## src/tds_pkg.sv

```systemverilog
// ----------------------------------------------------------------------------
// tds_pkg
// shared types and constants of the tlv stream deframer
// ----------------------------------------------------------------------------
`default_nettype none

package tds_pkg;

    // most extended length bytes after a 0x80-prefixed length byte
    localparam int unsigned MAX_EXT_LEN_BYTES = 2;

    localparam logic [7:0] LEN_LONG_FLAG = 8'h80;
    localparam logic [6:0] LEN_COUNT_MAX = 7'(MAX_EXT_LEN_BYTES);
    localparam logic [1:0] MIN_FRAME_BYTES = 2'd3;

    // role of a word within the payload
    typedef enum logic [1:0] {
        ROLE_KEY     = 2'd0,
        ROLE_LENGTH  = 2'd1,
        ROLE_VALUE   = 2'd2,
        ROLE_IGNORED = 2'd3
    } t_role;

    // payload status
    typedef enum logic [1:0] {
        ST_OK      = 2'd0,
        ST_SHORT   = 2'd1,
        ST_BADLEN  = 2'd2,
        ST_OVERRUN = 2'd3
    } t_status;

    // parser phase, one-hot
    typedef enum logic [4:0] {
        PH_KEY = 5'b00001,
        PH_LEN = 5'b00010,
        PH_EXT = 5'b00100,
        PH_VAL = 5'b01000,
        PH_ERR = 5'b10000
    } t_phase;

    typedef struct packed {
        t_role       byte_role;
        logic [7:0]  field_key;
        logic [15:0] field_length;
        logic        header_done;
        logic [7:0]  value_byte;
        logic [15:0] value_index;
        logic        field_done;
        logic        frame_done;
        t_status     status;
    } t_result;

endpackage

`default_nettype wire

```

## src/tds_in_if.sv

```systemverilog
// ----------------------------------------------------------------------------
// tds_in_if
// input word channel: one payload byte and its end marker
// ----------------------------------------------------------------------------
`default_nettype none

interface tds_in_if;
    logic       valid;
    logic       ready;
    logic [7:0] data_byte;
    logic       last_byte;

    modport source (output valid, output data_byte, output last_byte, input ready);
    modport sink   (input valid, input data_byte, input last_byte, output ready);
endinterface

`default_nettype wire

```

## src/tds_out_if.sv

```systemverilog
// ----------------------------------------------------------------------------
// tds_out_if
// result word channel: role and field position of one payload byte
// ----------------------------------------------------------------------------
`default_nettype none

interface tds_out_if;
    logic              valid;
    logic              ready;
    logic [1:0]        byte_role;
    logic [7:0]        field_key;
    logic [15:0]       field_length;
    logic              header_done;
    logic [7:0]        value_byte;
    logic [15:0]       value_index;
    logic              field_done;
    logic              frame_done;
    logic [1:0]        status;

    modport source (
        output valid, output byte_role, output field_key, output field_length,
        output header_done, output value_byte, output value_index,
        output field_done, output frame_done, output status, input ready
    );
    modport sink (
        input valid, input byte_role, input field_key, input field_length,
        input header_done, input value_byte, input value_index,
        input field_done, input frame_done, input status, output ready
    );
endinterface

`default_nettype wire

```

## src/tds_parser.sv

```systemverilog
// ----------------------------------------------------------------------------
// tds_parser
// parse state and one-word step logic of the tlv deframer
// ----------------------------------------------------------------------------
`default_nettype none

module tds_parser (
    input  wire logic            i_clk,
    input  wire logic            i_rst_n,
    input  wire logic            i_step,
    input  wire logic [7:0]      i_data_byte,
    input  wire logic            i_last_byte,
    output tds_pkg::t_result     o_result
);

    tds_pkg::t_phase  r_phase,      n_phase;
    logic [7:0]       r_key,        n_key;
    logic [15:0]      r_len_acc,    n_len_acc;
    logic [1:0]       r_ext_left,   n_ext_left;
    logic [15:0]      r_val_left,   n_val_left;
    logic [15:0]      r_val_pos,    n_val_pos;
    logic [1:0]       r_count,      n_count;
    tds_pkg::t_status r_error,      n_error;

    logic [6:0]       len_count;
    logic [15:0]      hdr_len;
    logic             hdr_end;
    logic [15:0]      ext_acc;
    logic [1:0]       ext_dec;
    logic [1:0]       cnt_inc;
    tds_pkg::t_status err_out;

    assign len_count = i_data_byte[6:0];
    assign ext_acc   = {r_len_acc[7:0], i_data_byte};
    assign ext_dec   = r_ext_left - 2'd1;
    assign cnt_inc   = (r_count == tds_pkg::MIN_FRAME_BYTES) ? r_count : r_count + 2'd1;

    always_comb begin
        o_result   = '0;
        n_phase    = r_phase;
        n_key      = r_key;
        n_len_acc  = r_len_acc;
        n_ext_left = r_ext_left;
        n_val_left = r_val_left;
        n_val_pos  = r_val_pos;
        n_count    = cnt_inc;
        n_error    = r_error;
        hdr_end    = 1'b0;
        hdr_len    = '0;

        case (r_phase)
            tds_pkg::PH_KEY: begin
                o_result.byte_role = tds_pkg::ROLE_KEY;
                o_result.field_key = i_data_byte;
                n_key              = i_data_byte;
                n_phase            = tds_pkg::PH_LEN;
            end
            tds_pkg::PH_LEN: begin
                o_result.byte_role = tds_pkg::ROLE_LENGTH;
                o_result.field_key = r_key;
                if (i_data_byte < tds_pkg::LEN_LONG_FLAG) begin
                    hdr_end = 1'b1;
                    hdr_len = {8'd0, i_data_byte};
                end else if (len_count == 7'd0 || len_count > tds_pkg::LEN_COUNT_MAX) begin
                    n_error = tds_pkg::ST_BADLEN;
                    n_phase = tds_pkg::PH_ERR;
                end else begin
                    n_ext_left = len_count[1:0];
                    n_len_acc  = '0;
                    n_phase    = tds_pkg::PH_EXT;
                end
            end
            tds_pkg::PH_EXT: begin
                o_result.byte_role = tds_pkg::ROLE_LENGTH;
                o_result.field_key = r_key;
                n_len_acc          = ext_acc;
                n_ext_left         = ext_dec;
                if (ext_dec == 2'd0) begin
                    hdr_end = 1'b1;
                    hdr_len = ext_acc;
                end
            end
            tds_pkg::PH_VAL: begin
                o_result.byte_role    = tds_pkg::ROLE_VALUE;
                o_result.field_key    = r_key;
                o_result.field_length = r_len_acc;
                o_result.value_byte   = i_data_byte;
                o_result.value_index  = r_val_pos;
                n_val_pos             = r_val_pos + 16'd1;
                n_val_left            = r_val_left - 16'd1;
                if (r_val_left == 16'd1) begin
                    o_result.field_done = 1'b1;
                    n_phase             = tds_pkg::PH_KEY;
                end
            end
            default: begin
                o_result.byte_role = tds_pkg::ROLE_IGNORED;
                n_phase            = tds_pkg::PH_ERR;
            end
        endcase

        // header complete: zero length closes the field at once
        if (hdr_end) begin
            n_len_acc             = hdr_len;
            o_result.field_length = hdr_len;
            o_result.header_done  = 1'b1;
            if (hdr_len == 16'd0) begin
                o_result.field_done = 1'b1;
                n_phase             = tds_pkg::PH_KEY;
            end else begin
                n_val_left = hdr_len;
                n_val_pos  = '0;
                n_phase    = tds_pkg::PH_VAL;
            end
        end

        err_out = n_error;
        if (i_last_byte) begin
            if (err_out == tds_pkg::ST_OK) begin
                if (n_phase == tds_pkg::PH_EXT) begin
                    err_out = tds_pkg::ST_BADLEN;
                end else if (n_phase == tds_pkg::PH_VAL) begin
                    err_out = tds_pkg::ST_OVERRUN;
                end
            end
            if (cnt_inc < tds_pkg::MIN_FRAME_BYTES) begin
                err_out = tds_pkg::ST_SHORT;
            end
            o_result.frame_done = 1'b1;
            // back to the idle state for the next payload
            n_phase    = tds_pkg::PH_KEY;
            n_key      = '0;
            n_len_acc  = '0;
            n_ext_left = '0;
            n_val_left = '0;
            n_val_pos  = '0;
            n_count    = '0;
            n_error    = tds_pkg::ST_OK;
        end
        o_result.status = err_out;
    end

    always_ff @(posedge i_clk) begin
        if (!i_rst_n) begin
            r_phase    <= tds_pkg::PH_KEY;
            r_key      <= '0;
            r_len_acc  <= '0;
            r_ext_left <= '0;
            r_val_left <= '0;
            r_val_pos  <= '0;
            r_count    <= '0;
            r_error    <= tds_pkg::ST_OK;
        end else if (i_step) begin
            r_phase    <= n_phase;
            r_key      <= n_key;
            r_len_acc  <= n_len_acc;
            r_ext_left <= n_ext_left;
            r_val_left <= n_val_left;
            r_val_pos  <= n_val_pos;
            r_count    <= n_count;
            r_error    <= n_error;
        end
    end

    // an error phase always has an error held
    a_err_held: assert property (@(posedge i_clk) disable iff (!i_rst_n)
        r_phase == tds_pkg::PH_ERR |-> r_error != tds_pkg::ST_OK)
        else $error("error phase without held error");

    // value phase always has bytes left
    a_val_left: assert property (@(posedge i_clk) disable iff (!i_rst_n)
        r_phase == tds_pkg::PH_VAL |-> r_val_left != 16'd0)
        else $error("value phase with no bytes left");

    // extended length phase always has length bytes left
    a_ext_left: assert property (@(posedge i_clk) disable iff (!i_rst_n)
        r_phase == tds_pkg::PH_EXT |-> r_ext_left != 2'd0)
        else $error("extended length phase with no bytes left");

endmodule

`default_nettype wire

```

## src/tlv_stream_deframer.sv

```systemverilog
// ----------------------------------------------------------------------------
// tlv_stream_deframer
// splits a byte stream into key-length-value fields, one result word per byte
// ----------------------------------------------------------------------------
//
//  port     dir   handshake      payload
//  i_in     in    valid/ready    data_byte[7:0], last_byte
//  o_out    out   valid/ready    byte_role, field_key, field_length, header_done,
//                                value_byte, value_index, field_done,
//                                frame_done, status
//
//  one word per cycle sustained while o_out is not stalled; a word passes the input
//  register, then the result one; tds_parser holds the parse state loop (phase,
//  length, counters), stepped as the input register moves into the result register
//  reset (i_rst_n, synchronous) empties both registers and returns the parser
//  to expecting a key byte
//  a stalled output holds its word; input keeps being taken while the input
//  register can drain into the result register in the same cycle
//
`default_nettype none

module tlv_stream_deframer (
    input  wire logic   i_clk,
    input  wire logic   i_rst_n,
    tds_in_if.sink      i_in,
    tds_out_if.source   o_out
);

    // input register
    logic             r_in_valid;
    logic [7:0]       r_in_data;
    logic             r_in_last;

    // result register
    logic             r_out_valid;
    tds_pkg::t_result r_out;

    tds_pkg::t_result step_result;
    logic             advance;
    logic             in_take;

    // input word moves on when the result register is free or being emptied
    assign advance = r_in_valid && (!r_out_valid || o_out.ready);
    assign i_in.ready = !r_in_valid || advance;
    assign in_take = i_in.valid && i_in.ready;

    tds_parser u_parser (
        .i_clk       (i_clk),
        .i_rst_n     (i_rst_n),
        .i_step      (advance),
        .i_data_byte (r_in_data),
        .i_last_byte (r_in_last),
        .o_result    (step_result)
    );

    always_ff @(posedge i_clk) begin
        if (!i_rst_n) begin
            r_in_valid <= 1'b0;
        end else if (in_take) begin
            r_in_valid <= 1'b1;
        end else if (advance) begin
            r_in_valid <= 1'b0;
        end
    end

    // payload of the input register needs no reset
    always_ff @(posedge i_clk) begin
        if (in_take) begin
            r_in_data <= i_in.data_byte;
            r_in_last <= i_in.last_byte;
        end
    end

    always_ff @(posedge i_clk) begin
        if (!i_rst_n) begin
            r_out_valid <= 1'b0;
        end else if (advance) begin
            r_out_valid <= 1'b1;
        end else if (o_out.ready) begin
            r_out_valid <= 1'b0;
        end
    end

    always_ff @(posedge i_clk) begin
        if (advance) begin
            r_out <= step_result;
        end
    end

    assign o_out.valid        = r_out_valid;
    assign o_out.byte_role    = r_out.byte_role;
    assign o_out.field_key    = r_out.field_key;
    assign o_out.field_length = r_out.field_length;
    assign o_out.header_done  = r_out.header_done;
    assign o_out.value_byte   = r_out.value_byte;
    assign o_out.value_index  = r_out.value_index;
    assign o_out.field_done   = r_out.field_done;
    assign o_out.frame_done   = r_out.frame_done;
    assign o_out.status       = r_out.status;

    // ignored words only follow a held error
    a_ignored_err: assert property (@(posedge i_clk) disable iff (!i_rst_n)
        r_out_valid && r_out.byte_role == tds_pkg::ROLE_IGNORED
        |-> r_out.status != tds_pkg::ST_OK)
        else $error("ignored word with ok status");

    // value index stays inside the decoded length
    a_val_index: assert property (@(posedge i_clk) disable iff (!i_rst_n)
        r_out_valid && r_out.byte_role == tds_pkg::ROLE_VALUE
        |-> r_out.value_index < r_out.field_length)
        else $error("value index beyond field length");

    // header completion only on a length word
    a_hdr_role: assert property (@(posedge i_clk) disable iff (!i_rst_n)
        r_out_valid && r_out.header_done |-> r_out.byte_role == tds_pkg::ROLE_LENGTH)
        else $error("header done on a non-length word");

endmodule

`default_nettype wire
```

## src/flat_wrapper.sv

```systemverilog
// flat-port wrapper written by rule: the top's interface ports become plain ports
module tlv_stream_deframer_flat 
  (i_clk, i_rst_n, i_in_valid, i_in_data_byte, i_in_last_byte, i_in_ready, o_out_valid, o_out_byte_role, o_out_field_key, o_out_field_length, o_out_header_done, o_out_value_byte, o_out_value_index, o_out_field_done, o_out_frame_done, o_out_status, o_out_ready);
  tds_in_if i_in_i ();
  tds_out_if o_out_i ();
  input  wire logic i_clk;
  input  wire logic i_rst_n;
  input wire logic [$bits(i_in_i.valid)-1:0] i_in_valid;
  input wire logic [$bits(i_in_i.data_byte)-1:0] i_in_data_byte;
  input wire logic [$bits(i_in_i.last_byte)-1:0] i_in_last_byte;
  output wire logic [$bits(i_in_i.ready)-1:0] i_in_ready;
  output wire logic [$bits(o_out_i.valid)-1:0] o_out_valid;
  output wire logic [$bits(o_out_i.byte_role)-1:0] o_out_byte_role;
  output wire logic [$bits(o_out_i.field_key)-1:0] o_out_field_key;
  output wire logic [$bits(o_out_i.field_length)-1:0] o_out_field_length;
  output wire logic [$bits(o_out_i.header_done)-1:0] o_out_header_done;
  output wire logic [$bits(o_out_i.value_byte)-1:0] o_out_value_byte;
  output wire logic [$bits(o_out_i.value_index)-1:0] o_out_value_index;
  output wire logic [$bits(o_out_i.field_done)-1:0] o_out_field_done;
  output wire logic [$bits(o_out_i.frame_done)-1:0] o_out_frame_done;
  output wire logic [$bits(o_out_i.status)-1:0] o_out_status;
  input wire logic [$bits(o_out_i.ready)-1:0] o_out_ready;
  assign i_in_i.valid = i_in_valid;
  assign i_in_i.data_byte = i_in_data_byte;
  assign i_in_i.last_byte = i_in_last_byte;
  assign i_in_ready = i_in_i.ready;
  assign o_out_valid = o_out_i.valid;
  assign o_out_byte_role = o_out_i.byte_role;
  assign o_out_field_key = o_out_i.field_key;
  assign o_out_field_length = o_out_i.field_length;
  assign o_out_header_done = o_out_i.header_done;
  assign o_out_value_byte = o_out_i.value_byte;
  assign o_out_value_index = o_out_i.value_index;
  assign o_out_field_done = o_out_i.field_done;
  assign o_out_frame_done = o_out_i.frame_done;
  assign o_out_status = o_out_i.status;
  assign o_out_i.ready = o_out_ready;
  tlv_stream_deframer u_core (.i_clk(i_clk), .i_rst_n(i_rst_n), .i_in(i_in_i), .o_out(o_out_i));
endmodule
```

## config.mk

```make
export PLATFORM = sky130hd
export DESIGN_NAME = tlv_stream_deframer_flat
export DESIGN_NICKNAME = d
export VERILOG_FILES = /design/src/tds_pkg.sv /design/src/tds_in_if.sv /design/src/tds_out_if.sv /design/src/tds_parser.sv /design/src/tlv_stream_deframer.sv /design/src/flat_wrapper.sv
export SDC_FILE = /design/constraint.sdc
export NUM_CORES = 1
export LEC_CHECK = 0
export BUFFER_PORTS_ARGS = -buffer_cell sky130_fd_sc_hd__buf_2
export CAP_MARGIN = 20
export CORE_MARGIN = 2
export CORE_UTILIZATION = 60
export CTS_BUF_LIST = sky130_fd_sc_hd__clkbuf_16
export DETAILED_ROUTE_END_ITERATION = 8
export GPL_ROUTABILITY_DRIVEN = 0
export HOLD_SLACK_MARGIN = 0.03
export PLACE_DENSITY = 0.82
export SLEW_MARGIN = 20
export SYNTH_ARGS = -nofsm -noshare
export SYNTH_HDL_FRONTEND = slang
export SYNTH_SLANG_ARGS = --single-unit
```

## constraint.sdc

```tcl
create_clock -name i_clk -period 8.6 [get_ports i_clk]
set_clock_uncertainty 0.1 [all_clocks]
set_input_delay 1.72 -clock i_clk [delete_from_list [all_inputs] [get_ports i_clk]]
set_output_delay 1.72 -clock i_clk [all_outputs]
set_load 0.02 [all_outputs]
```

==> impl_metrics.py <==
metrics = {
    "global_route": {
        "grt_start_max_net_pins": 67,
        "use_met1_pct": 35.4,
        "grt-busiest-layer": "met2",
        "use_met3_pct": 6.84,
        "grtUsageMet2_pct": 42.3,
        "grt_pass1_vias": 4360,
        "grt-ovfl-total": 0,
        "grt_first_pass_wirelength_mm": 21.4,
        "antenna_found_initial": 0,
        "grt_usage_pct": 26.8,
    },
    "synth": {
        "synth-edff-count": 64,
        "synth_most_common_cell": "dfxtp_1",
        "syn-num-nets": 561,
        "syn_area_sq_mm": 0.00575,
        "ys_ff_latch": 133,
        "yosysTopAreaCell": "edfxtp_1",
        "synth.top_cell.area_share_pct": 33.4,
        "ys_types": 62,
        "ys_seq_area_share_pct": 57.5,
        "async_reset_ff_share_pct": 0,
        "netlist_top_cells_area": "edfxtp_1 33%, dfxtp_1 24%, a22o_1 5.5%",
        "syn_area_per_cell_sq_um": 10.6,
        "synth_cells": 544,
        "yosysWarnings": 0,
        "synthTopCellsByCount": "69 x dfxtp_1, 64 x edfxtp_1, 54 x nand2_1, 36 x a22o_1, 31 x o21ai_0",
        "synthFlopType": "dfxtp_1",
    },
    "final_layout": {
        "area_growth_pct": 16.4,
        "nFillCells": 659,
        "nets": 615,
        "final_layout_size_suffix_gt1_share_pct": 19.0,
        "fin_util_pct": 72.1,
        "fin_cells": 741,
        "final_area_sq_mm": 0.00669,
    },
    "timing": {
        "finalHoldViolCount": 0,
        "timing.final.ws_setup_ps": 4180,
        "rsz0062_at_grt": "false",
        "max_slew_margin_pct": 27.0,
        "finalSetupTns_ps": 0,
        "drv_slew": 0,
        "timing.final.crit_share_pct": 51.4,
        "finalSetupViolations": 0,
        "fmax_mhz": 226,
        "tightest_slew_ps": 1090,
        "fin_crit_ps": 4420,
    },
    "worst_setup_path": {
        "end_kind": "flip-flop",
        "crit_path_start_kind": "primary input",
        "required_ps": 8830,
        "cp_max_fo": 66,
        "crit_arrival_ps": 4660,
        "setup.worst_path.class": "primary input to flip-flop",
    },
    "placed_design": {
        "dp_cells": 708,
        "dp_hpwl_mm": 8.23,
        "io_buffers": 69,
        "dpl-instance-area_sq_mm": 0.00609,
        "post-place-ws_ps": 3760,
    },
    "cts": {
        "cts_buffers": 17,
        "numClockSinks": 133,
        "clockBufferDepth": 2,
        "cts_setup_buffers": 0,
        "cts_hold_buf": 0,
        "clk_latency_ps": 410,
        "cts-root-buf": "clkbuf_16",
        "cts_resized": 0,
        "path_clk_slew_ps": 60,
        "cts_htree_levels": 4,
        "cts_tree": "done",
    },
    "power_and_ir_drop": {
        "swShare_pct": 23.5,
        "vdd_drop_max_mv": 0.150,
        "p_leak_nw": 2.54,
        "p_sw_w": 0.000348,
        "p_per_area_mw_per_mm2": 222,
        "p_clk_share_pct": 48.5,
        "seqPwrFrac_pct": 46.8,
        "p_int_w": 0.00113,
        "power_frac_comb_pct": 4.7,
    },
    "floorplanning": {
        "initial_core_util_pct": 61.9,
        "io_pins": 70,
        "fp.coreArea_sq_mm": 0.00928,
        "die_area_sq_mm": 0.0104,
        "dieWidth_microns": 102,
        "die_h_microns": 102,
        "std_cell_rows": 35,
    },
    "run_status": {
        "outcome": "finished, final reports clean",
    },
    "drt": {
        "first_iter_violations": 554,
        "drt-total-wl_mm": 13.3,
        "antenna_left": 0,
        "vias": 4654,
        "drtPass1Iterations": 5,
        "remaining_drc_errors": 0,
        "avgViaCountPerCell": 6.28,
        "avgRoutedWirePerCell_microns": 17.9,
    },
    "min_path": {
        "hold_path.class": "flip-flop to flip-flop",
    },
    "job": {
        "drv_cap": 0,
    },
}
cells in the final DEF (no fill, tap or decap), types with 4 or more instances in the layout:
master / instances
o21ai_0: 31
a22o_1: 36
a22oi_1: 9
inv_1: 10
nand2_1: 54
nor2_1: 28
a21oi_1: 21
nor2b_1: 16
edfxtp_1: 64
ha_1: 4
and3_1: 24
clkbuf_16: 17
dfxtp_1: 69
nand4_1: 11
nor4_1: 5
xnor2_1: 9
or3_1: 11
nand3_1: 24
inv_6: 5
buf_2: 69
o22ai_1: 5
nor3_1: 17
clkinv_4: 4
a32oi_1: 6
kinds of logic (layout without fill, tap and decap cells):
logic type / Yosys count / in the layout / share of synthesized area [%]
AND/OR/NAND/NOR: 215 / 215 / 19.5
AO/OA/AOI/OAI: 133 / 133 / 16.4
flip-flops: 133 / 133 / 57.5
buffers and inverters: 48 / 115 / 4.09
XOR/XNOR: 10 / 10 / 1.52
adder cells (fa/ha/maj): 4 / 4 / 0.871
multiplexers: 1 / 1 / 0.174
other: 0 / 1 / 0
stage by stage:
step	hold WS [ps]	power [W]
after CTS	370	0.00149
after global placement	346	0.000773
after global routing	387	0.00152
after floorplan	333	0.000752
final	373	0.00148
after detailed placement	357	0.000775
registers in the layout (all words and copies together) (netlist names), 5 cells and up:
name	count
u_core.o_out.field_length	16
u_core.o_out.value_index	16
u_core.u_parser.r_len_acc	16
u_core.u_parser.r_val_left	16
u_core.u_parser.r_val_pos	16
u_core.o_out.field_key	8
u_core.o_out.value_byte	8
u_core.r_in_data	8
u_core.u_parser.r_key	8
u_core.u_parser.r_phase	5
path summary, 6_finish.rpt:
check        cells past startpoint                           from  slack [ps]                       endpoint
min reg2reg                      2  u_core.u_parser.r_val_left[3]         370  u_core.u_parser.r_val_left[3]
max                              9                    o_out_ready        4180   u_core.u_parser.r_val_pos[1]
min                              2  u_core.u_parser.r_val_left[3]         370  u_core.u_parser.r_val_left[3]
max reg2reg                      8             u_core.o_out.valid        5170   u_core.u_parser.r_val_pos[1]
final cells by class:
class	instances	area (sq um)	area share, %
flip-flops and latches	133	3300	49.4
clock inverters	15	169	2.52
well taps	129	161	2.41
inverters	11	41.3	0.617
repair buffers	72	368	5.50
clock buffers	17	425	6.36
multi-input cells	363	2220	33.2
diodes	1	2.50	0.0374
layer usage:
metal / share of wire [%] / wire length, microns
met5: 0 / 0
met4: 2.9 / 386
met3: 8.1 / 1080
met2: 48 / 6370
met1: 41 / 5460
power by group through the flow:
stage                     Combinational (W)  Sequential, W  Clock, W
after CTS                         0.0000695       0.000693  0.000723
final                             0.0000697       0.000693  0.000719
after floorplan                   0.0000379       0.000714         0
after global placement            0.0000670       0.000706         0
after global routing              0.0000753       0.000695  0.000752
after detailed placement          0.0000691       0.000706         0
critical path, cell delays in order:
cell	delay, ps
buf_2	80
nor2b_1	60
nand2b_1	460
inv_2	120
buf_4	630
nand2_1	440
nor3_2	720
a21oi_1	220
o21ai_0	200
(Power assumes the default switching activity.)
